<file path="config.mk">
export PLATFORM = sky130hd
export DESIGN_NAME = nmea_gll_gsa_field_parser
export DESIGN_NICKNAME = d
export VERILOG_FILES = /design/src/rtl/core/ngfp_pkg.sv /design/src/rtl/core/nmea_gll_gsa_field_parser.sv /design/src/rtl/core/ngfp_framer.sv /design/src/rtl/core/ngfp_record.sv
export SDC_FILE = /design/constraint.sdc
export NUM_CORES = 1
export LEC_CHECK = 0
export BUFFER_PORTS_ARGS = -buffer_cell sky130_fd_sc_hd__buf_2
export CORE_MARGIN = 5
export CORE_UTILIZATION = 65
export DETAILED_ROUTE_END_ITERATION = 10
export GPL_ROUTABILITY_DRIVEN = 1
export PLACE_DENSITY = 0.85
export SYNTH_ARGS = -nofsm -noshare
export SYNTH_HDL_FRONTEND = slang
export SYNTH_SLANG_ARGS = --single-unit
</file>
<file path="constraint.sdc">
create_clock -name clk_i -period 11 [get_ports clk_i]
set_input_delay 1.65 -clock clk_i [delete_from_list [all_inputs] [get_ports clk_i]]
set_output_delay 1.65 -clock clk_i [all_outputs]
set_load 0.05 [all_outputs]
</file>
<file path="src/rtl/core/ngfp_pkg.sv">
package ngfp_pkg;

  localparam logic [7:0] CHAR_DOLLAR = 8'h24;
  localparam logic [7:0] CHAR_LF     = 8'h0A;
  localparam logic [7:0] CHAR_COMMA  = 8'h2C;
  localparam logic [7:0] CHAR_ZERO   = 8'h30;
  localparam logic [7:0] CHAR_NINE   = 8'h39;
  localparam logic [7:0] CHAR_ONE    = 8'h31;
  localparam logic [7:0] CHAR_N      = 8'h4E;
  localparam logic [7:0] CHAR_E      = 8'h45;

  localparam logic [23:0] HDR_GSA = 24'h475341;
  localparam logic [23:0] HDR_GLL = 24'h474C4C;

  localparam logic [3:0] FLD_FIX = 4'd2;
  localparam logic [3:0] FLD_LAT = 4'd1;
  localparam logic [3:0] FLD_NS  = 4'd2;
  localparam logic [3:0] FLD_LON = 4'd3;
  localparam logic [3:0] FLD_EW  = 4'd4;
  localparam logic [3:0] FLD_UTC = 4'd5;

  localparam logic [3:0] CNT_MAX = 4'd15;

  typedef struct packed {
    logic [13:0] utc_seconds_e2;
    logic [6:0]  utc_minutes;
    logic [6:0]  utc_hours;
    logic        lon_west;
    logic [23:0] lon_minutes_e5;
    logic [9:0]  lon_degrees;
    logic        lat_south;
    logic [23:0] lat_minutes_e5;
    logic [6:0]  lat_degrees;
    logic [7:0]  fix_code;
  } ngfp_rec_t;

  // per-byte decode handed from framer to record
  typedef struct packed {
    logic       emit;
    logic       emit_gll;
    logic       body_gsa;
    logic       body_gll;
    logic [3:0] field;
    logic [3:0] offset;
  } ngfp_ctl_t;

  function automatic logic [3:0] digit_of(input logic [7:0] c);
    logic [7:0] t;
    t = c - CHAR_ZERO;
    return (c >= CHAR_ZERO && c <= CHAR_NINE) ? t[3:0] : 4'd0;
  endfunction

  // ddmm.mmmmm
  function automatic logic [19:0] lat_weight(input logic [3:0] off);
    logic [19:0] w;
    case (off)
      4'd0:    w = 20'd10;
      4'd1:    w = 20'd1;
      4'd2:    w = 20'd1000000;
      4'd3:    w = 20'd100000;
      4'd5:    w = 20'd10000;
      4'd6:    w = 20'd1000;
      4'd7:    w = 20'd100;
      4'd8:    w = 20'd10;
      4'd9:    w = 20'd1;
      default: w = 20'd0;
    endcase
    return w;
  endfunction

  // dddmm.mmmmm
  function automatic logic [19:0] lon_weight(input logic [3:0] off);
    logic [19:0] w;
    case (off)
      4'd0:    w = 20'd100;
      4'd1:    w = 20'd10;
      4'd2:    w = 20'd1;
      4'd3:    w = 20'd1000000;
      4'd4:    w = 20'd100000;
      4'd6:    w = 20'd10000;
      4'd7:    w = 20'd1000;
      4'd8:    w = 20'd100;
      4'd9:    w = 20'd10;
      4'd10:   w = 20'd1;
      default: w = 20'd0;
    endcase
    return w;
  endfunction

  // hhmmss.ss
  function automatic logic [9:0] time_weight(input logic [3:0] off);
    logic [9:0] w;
    case (off)
      4'd0:    w = 10'd10;
      4'd1:    w = 10'd1;
      4'd2:    w = 10'd10;
      4'd3:    w = 10'd1;
      4'd4:    w = 10'd1000;
      4'd5:    w = 10'd100;
      4'd7:    w = 10'd10;
      4'd8:    w = 10'd1;
      default: w = 10'd0;
    endcase
    return w;
  endfunction

endpackage

</file>
<file path="src/rtl/core/nmea_gll_gsa_field_parser.sv">
// channel  dir  tdata                         tuser
// s        in   [7:0] in_byte                 -
// m        out  [102:0] record, bit 103 zero  [0] sentence_kind
//
// One byte per cycle while no result is stalled; a byte is held in the input register
// and updates the sentence state and kept record when it steps out of that register.
// A result is registered in the output register when its line feed steps out of the input register.
// Reset clears the sentence state and the kept record to zero.
// A stalled result holds only a line feed in the input register; other bytes
// keep flowing, and the input waits only behind such a line feed.
module nmea_gll_gsa_field_parser import ngfp_pkg::*; (
  input  logic         clk_i,
  input  logic         rst_ni,
  input  logic         s_tvalid_i,
  output logic         s_tready_o,
  input  logic [7:0]   s_tdata_i,   // [7:0] in_byte
  output logic         m_tvalid_o,
  input  logic         m_tready_i,
  // [7:0] fix_code, [14:8] lat_degrees, [38:15] lat_minutes_e5, [39] lat_south,
  // [49:40] lon_degrees, [73:50] lon_minutes_e5, [74] lon_west,
  // [81:75] utc_hours, [88:82] utc_minutes, [102:89] utc_seconds_e2
  output logic [103:0] m_tdata_o,
  output logic         m_tuser_o    // [0] sentence_kind
);

  logic       in_vld_q;
  logic [7:0] in_byte_q;
  logic       step;
  ngfp_ctl_t  ctl;
  ngfp_rec_t  rec;
  logic       out_vld_q;
  ngfp_rec_t  out_rec_q;
  logic       out_kind_q;

  assign step       = in_vld_q && (!ctl.emit || !out_vld_q || m_tready_i);
  assign s_tready_o = !in_vld_q || step;

  always_ff @(posedge clk_i or negedge rst_ni) begin
    if (!rst_ni) begin
      in_vld_q <= 1'b0;
    end else if (s_tready_o) begin
      in_vld_q <= s_tvalid_i;
    end
  end

  always_ff @(posedge clk_i) begin
    if (s_tready_o && s_tvalid_i) begin
      in_byte_q <= s_tdata_i;
    end
  end

  ngfp_framer u_framer (
    .clk_i  (clk_i),
    .rst_ni (rst_ni),
    .step_i (step),
    .byte_i (in_byte_q),
    .ctl_o  (ctl)
  );

  ngfp_record u_record (
    .clk_i  (clk_i),
    .rst_ni (rst_ni),
    .step_i (step),
    .byte_i (in_byte_q),
    .ctl_i  (ctl),
    .rec_o  (rec)
  );

  always_ff @(posedge clk_i or negedge rst_ni) begin
    if (!rst_ni) begin
      out_vld_q <= 1'b0;
    end else if (step && ctl.emit) begin
      out_vld_q <= 1'b1;
    end else if (m_tready_i) begin
      out_vld_q <= 1'b0;
    end
  end

  always_ff @(posedge clk_i) begin
    if (step && ctl.emit) begin
      out_rec_q  <= rec;
      out_kind_q <= ctl.emit_gll;
    end
  end

  assign m_tvalid_o = out_vld_q;
  assign m_tdata_o  = {1'b0, out_rec_q};
  assign m_tuser_o  = out_kind_q;

endmodule

</file>
<file path="src/rtl/core/ngfp_framer.sv">
module ngfp_framer import ngfp_pkg::*; (
  input  logic       clk_i,
  input  logic       rst_ni,
  input  logic       step_i,
  input  logic [7:0] byte_i,
  output ngfp_ctl_t  ctl_o
);

  typedef enum logic [1:0] {
    KIND_NONE,
    KIND_GSA,
    KIND_GLL
  } kind_e;

  logic        in_sent_q, in_sent_d;
  logic [2:0]  pos_q, pos_d;
  logic [23:0] hdr_q, hdr_d;
  kind_e       kind_q, kind_d;
  logic [3:0]  fld_q, fld_d;
  logic [3:0]  off_q, off_d;

  always_comb begin
    in_sent_d = in_sent_q;
    pos_d     = pos_q;
    hdr_d     = hdr_q;
    kind_d    = kind_q;
    fld_d     = fld_q;
    off_d     = off_q;
    ctl_o          = '0;
    ctl_o.field    = fld_q;
    ctl_o.offset   = off_q;
    if (byte_i == CHAR_DOLLAR) begin
      in_sent_d = 1'b1;
      pos_d     = 3'd1;
      hdr_d     = '0;
      kind_d    = KIND_NONE;
      fld_d     = '0;
      off_d     = '0;
    end else if (in_sent_q) begin
      if (byte_i == CHAR_LF) begin
        in_sent_d = 1'b0;
        if (kind_q != KIND_NONE) begin
          ctl_o.emit     = 1'b1;
          ctl_o.emit_gll = (kind_q == KIND_GLL);
          kind_d         = KIND_NONE;
        end
      end else if (pos_q < 3'd6) begin
        if (pos_q >= 3'd3) begin
          hdr_d = {hdr_q[15:0], byte_i};
        end
        pos_d = pos_q + 3'd1;
        if (pos_q == 3'd5) begin
          if (hdr_d == HDR_GSA) begin
            kind_d = KIND_GSA;
          end else if (hdr_d == HDR_GLL) begin
            kind_d = KIND_GLL;
          end else begin
            kind_d = KIND_NONE;
          end
        end
      end else if (byte_i == CHAR_COMMA) begin
        if (fld_q != CNT_MAX) begin
          fld_d = fld_q + 4'd1;
        end
        off_d = '0;
      end else begin
        ctl_o.body_gsa = (kind_q == KIND_GSA);
        ctl_o.body_gll = (kind_q == KIND_GLL);
        if (off_q != CNT_MAX) begin
          off_d = off_q + 4'd1;
        end
      end
    end
  end

  always_ff @(posedge clk_i or negedge rst_ni) begin
    if (!rst_ni) begin
      in_sent_q <= 1'b0;
      pos_q     <= '0;
      hdr_q     <= '0;
      kind_q    <= KIND_NONE;
      fld_q     <= '0;
      off_q     <= '0;
    end else if (step_i) begin
      in_sent_q <= in_sent_d;
      pos_q     <= pos_d;
      hdr_q     <= hdr_d;
      kind_q    <= kind_d;
      fld_q     <= fld_d;
      off_q     <= off_d;
    end
  end

endmodule

</file>
<file path="src/rtl/core/ngfp_record.sv">
module ngfp_record import ngfp_pkg::*; (
  input  logic       clk_i,
  input  logic       rst_ni,
  input  logic       step_i,
  input  logic [7:0] byte_i,
  input  ngfp_ctl_t  ctl_i,
  output ngfp_rec_t  rec_o
);

  ngfp_rec_t   rec_q, rec_d;
  logic [3:0]  dig;
  logic [23:0] lat_prod;
  logic [23:0] lon_prod;
  logic [13:0] utc_prod;
  logic        first;
  logic [7:0]  fix_val;

  assign dig      = digit_of(byte_i);
  assign lat_prod = {20'd0, dig} * lat_weight(ctl_i.offset);
  assign lon_prod = {20'd0, dig} * lon_weight(ctl_i.offset);
  assign utc_prod = {10'd0, dig} * time_weight(ctl_i.offset);
  assign first    = (ctl_i.offset == 4'd0);
  assign fix_val  = byte_i - CHAR_ONE;

  always_comb begin
    rec_d = rec_q;
    if (ctl_i.body_gsa && ctl_i.field == FLD_FIX && first) begin
      rec_d.fix_code = fix_val;
    end
    if (ctl_i.body_gll) begin
      case (ctl_i.field)
        FLD_LAT: begin
          if (first) begin
            rec_d.lat_degrees    = '0;
            rec_d.lat_minutes_e5 = '0;
          end
          if (ctl_i.offset < 4'd2) begin
            rec_d.lat_degrees = rec_d.lat_degrees + lat_prod[6:0];
          end else if (ctl_i.offset < 4'd10) begin
            rec_d.lat_minutes_e5 = rec_d.lat_minutes_e5 + lat_prod;
          end
        end
        FLD_NS: begin
          if (first) begin
            rec_d.lat_south = (byte_i != CHAR_N);
          end
        end
        FLD_LON: begin
          if (first) begin
            rec_d.lon_degrees    = '0;
            rec_d.lon_minutes_e5 = '0;
          end
          if (ctl_i.offset < 4'd3) begin
            rec_d.lon_degrees = rec_d.lon_degrees + lon_prod[9:0];
          end else if (ctl_i.offset < 4'd11) begin
            rec_d.lon_minutes_e5 = rec_d.lon_minutes_e5 + lon_prod;
          end
        end
        FLD_EW: begin
          if (first) begin
            rec_d.lon_west = (byte_i != CHAR_E);
          end
        end
        FLD_UTC: begin
          if (first) begin
            rec_d.utc_hours      = '0;
            rec_d.utc_minutes    = '0;
            rec_d.utc_seconds_e2 = '0;
          end
          if (ctl_i.offset < 4'd2) begin
            rec_d.utc_hours = rec_d.utc_hours + utc_prod[6:0];
          end else if (ctl_i.offset < 4'd4) begin
            rec_d.utc_minutes = rec_d.utc_minutes + utc_prod[6:0];
          end else if (ctl_i.offset < 4'd9) begin
            rec_d.utc_seconds_e2 = rec_d.utc_seconds_e2 + utc_prod;
          end
        end
        default: begin
        end
      endcase
    end
  end

  always_ff @(posedge clk_i or negedge rst_ni) begin
    if (!rst_ni) begin
      rec_q <= '0;
    end else if (step_i) begin
      rec_q <= rec_d;
    end
  end

  assign rec_o = rec_q;

endmodule

</file>
==> results.cfg <==
[floorplan]
dieArea_mm2 = 0.0327
std_cell_rows = 62
dieHeight_um = 181
initial_utilization = 0.659
die_w_um = 181
core-area_mm2 = 0.0288
io_pins = 119

[yosys]
postSynthCellCount = 1901
synth_area_leaders = dfrtp_1 (19%), edfxtp_1 (18%), ha_1 (13%)
synthArstFlopShare = 0.561
avgSynthCellArea_um2 = 9.98
syn-cell-area_mm2 = 0.0190
syn_nets = 2189
netlist.area_leader.share = 0.189
yosys_warnings = 0
netlist.top_cell.by_area = dfrtp_1
ys_seq_area_frac = 0.366
ys_seq_elements = 255
synth_edf_count = 112
synthDistinctLibCells = 83
synth_flop_cell = dfrtp_1

[drt]
wl_met2_um = 20300
ant_nets = 0
wl_per_cell_um = 17.6
vias = 14400
firstDrtPassIters = 6
route.met3.wl_um = 2650
totalWireLength_um = 42400
drt-initial-drc-count = 1337
drcViolationCount = 0
drt-met1-wl_um = 18400
top_layer = met4
via_per_inst = 5.99

[min_path]
hold_start = u_record.rec_o[5]$_DFFE_PN0P_
hp-class = flip-flop to flip-flop

[pwr]
leakage_nw = 10.9
vdd_drop_max_uv = 121
power_density_mw_per_mm2 = 115

[clock_tree]
path_clk_slew_ns = 0.06
post_cts_buffers = 0
cts_buffer_depth = 3
clk_latency_ns = 0.56
cts.sinks = 255
ctsResizeCount = 0
cts-root-buf = clkbuf_16
htreeDepth = 1
cts_tree = done
holdBufCountCts = 0
numCtsBuffers = 27

[critical_path]
reg2reg_from = in_byte_q[1]$_DFFE_PP_
cpMaxStageDelayCell = nor2_1
slowest_delay_ns = 0.66
critPathKind = flip-flop to flip-flop
end_kind = flip-flop
cp.arrival_ns = 8.45
crit_start = in_byte_q[1]$_DFFE_PP_
cp.required_ns = 11.49
cp_common_cell = nor2_1
path_max_fanout = 16
start_kind = flip-flop

[sta]
tightest_slew_ns = 1.17
fin_worst_skew_ns = 0.0132
finalHoldViolCount = 0
finalCriticalPeriod_ns = 7.96
final.setup.worst_slack_ns = 3.04
fmax_mhz = 126
holdWs_ns = 0.454
min_period_over_period = 0.724
tns_ns = 0
rsz0062_at_grt = no
slew_headroom = 0.221
final_max_slew_viol_count = 0
finalSetupViolations = 0

[final_layout]
antenna_cells = 0
n_fill_cell = 2073
final_nets = 2288
area_growth_pct = 9.41
layout-drive-gt1-share = 0.105
fin_cells = 2405

[place]
dp.final_hpwl_um = 31200
pre_cts_slack_ns = 3.22
io_buffers = 117
place_congestion = 0.948
dpl.cell_count = 2355

[global_route]
grt_pass1_wl_um = 71100
grt_antenna_before_repair = 0
grt_max_degree = 81
groute.usage.overall = 0.255
gr-total-overflow = 0
grt_pass1_vias = 14300

[flow_run]
maxCapViolations = 0

[status]
run_status = finished, final reports clean
-- state kept, by name, summed over array words and instances, names as in the netlist --
name	flops
m_tuser_o	1
m_tdata_o	103
u_framer.fld_q	4
u_framer.kind_q	2
u_framer.in_sent_q	1
u_framer.hdr_q	24
u_record.rec_o	103
m_tvalid_o	1
u_framer.off_q	4
in_vld_q	1
in_byte_q	8
u_framer.pos_q	3
-- per-stage QoR --
step	util	power, mW	cell area, um2
5_1_grt	0.721	2.48	20700
2_1_floorplan	-	1.37	19000
3_3_place_gp	0.690	1.48	19900
6_report	0.721	2.38	20700
4_1_cts	0.721	2.38	20700
3_5_place_dp	0.690	1.49	19900
-- final timing paths --
| path | to | slack [ns] | cells after the start |
|---|---|---|---|
| worst max register to register | u_record.rec_o[73]$_DFFE_PN0P_ | 3.04 | 30 |
| worst max-delay path | u_record.rec_o[73]$_DFFE_PN0P_ | 3.04 | 30 |
| worst min-delay path | m_tdata_o[5]$_DFFE_PP_ | 0.45 | 0 |
| min in group asynchronous | u_framer.hdr_q[23]$_DFFE_PN0P_ | 1.15 | 1 |
| max in group asynchronous | u_record.rec_o[31]$_DFFE_PN0P_ | 8.51 | 2 |
| worst min register to register | m_tdata_o[5]$_DFFE_PP_ | 0.45 | 0 |
-- routing by layer --
layer | up-vias | GRT usage
li1 | 6893 | -
met1 | 6977 | 0.351
met2 | 462 | 0.426
met3 | 80 | 0.0368
met4 | 0 | 0.0708
met5 | - | 0
-- Yosys cell counts, types with 15 or more instances --
| cell | count |
|---|---|
| clkbuf_1 | 39 |
| inv_1 | 172 |
| and2_1 | 93 |
| fa_1 | 77 |
| xnor2_1 | 82 |
| a21oi_1 | 126 |
| ha_1 | 199 |
| edfxtp_1 | 112 |
| a22o_1 | 93 |
| nor3_1 | 26 |
| nand2_1 | 124 |
| o21ai_0 | 79 |
| nor2_1 | 148 |
| o21bai_1 | 19 |
| a21o_1 | 61 |
| xor2_1 | 39 |
| dfrtp_1 | 143 |
| nand3_1 | 24 |
| or3_1 | 15 |
-- layout by cell type, fill, tap and decap left out, types with 15 or more instances in the layout --
cell type / netlist / routed
a21oi_1: 126 / 126
buf_2: 12 / 116
a22o_1: 93 / 93
nor3_1: 26 / 26
inv_1: 172 / 172
xnor2_1: 82 / 82
o21bai_1: 19 / 19
ha_1: 199 / 199
nand2_1: 124 / 123
xor2_1: 39 / 39
clkbuf_16: 0 / 27
fa_1: 77 / 77
o21ai_0: 79 / 79
or3_1: 15 / 15
nand3_1: 24 / 24
a21o_1: 61 / 61
nor2_1: 148 / 148
dfrtp_1: 143 / 143
and2_1: 93 / 93
edfxtp_1: 112 / 112
-- critical path, delay by kind of cell (launching register included) --
family          cells  cell delay (ns)
compound gates     14             3.10
simple gates        8             2.01
fa+ha+maj           4             1.54
flops               1             0.57
xor+xnor            2             0.40
buf+inv             2             0.28
-- cell families (layout without fill, tap and decap cells) --
logic type,count (synthesis),count (layout),synth area share
buffers and inverters,232,352,0.0479
and+or+nand+nor,524,524,0.137
muxes,7,7,0.00402
other,1,1,0.000198
AOI/OAI and AO/OA,484,484,0.175
adders and majority gates,276,276,0.213
xor gates and xnor gates,122,122,0.0571
DFF,255,255,0.366
-- power breakdown --
| part | leakage [nW] | internal (mW) | total (mW) | switching, mW |
|---|---|---|---|---|
| combinational | 7.24 | 0.104 | 0.373 | 0.268 |
| sequential | 3.24 | 1.04 | 1.11 | 0.0695 |
| clock | 0.424 | 0.505 | 0.896 | 0.392 |
-- final cells by class --
| cell class | count | area [um2] | share of cell area |
|---|---|---|---|
| Tap cell | 384 | 480 | 0.0232 |
| Timing Repair Buffer | 128 | 674 | 0.0325 |
| Clock buffer | 31 | 691 | 0.0333 |
| Clock inverter | 19 | 188 | 0.00904 |
| Multi-Input combinational cell | 1414 | 11100 | 0.536 |
| Sequential cell | 255 | 6940 | 0.335 |
| Inverter | 174 | 653 | 0.0315 |
Note: power is estimated with default switching activity, not from simulation.
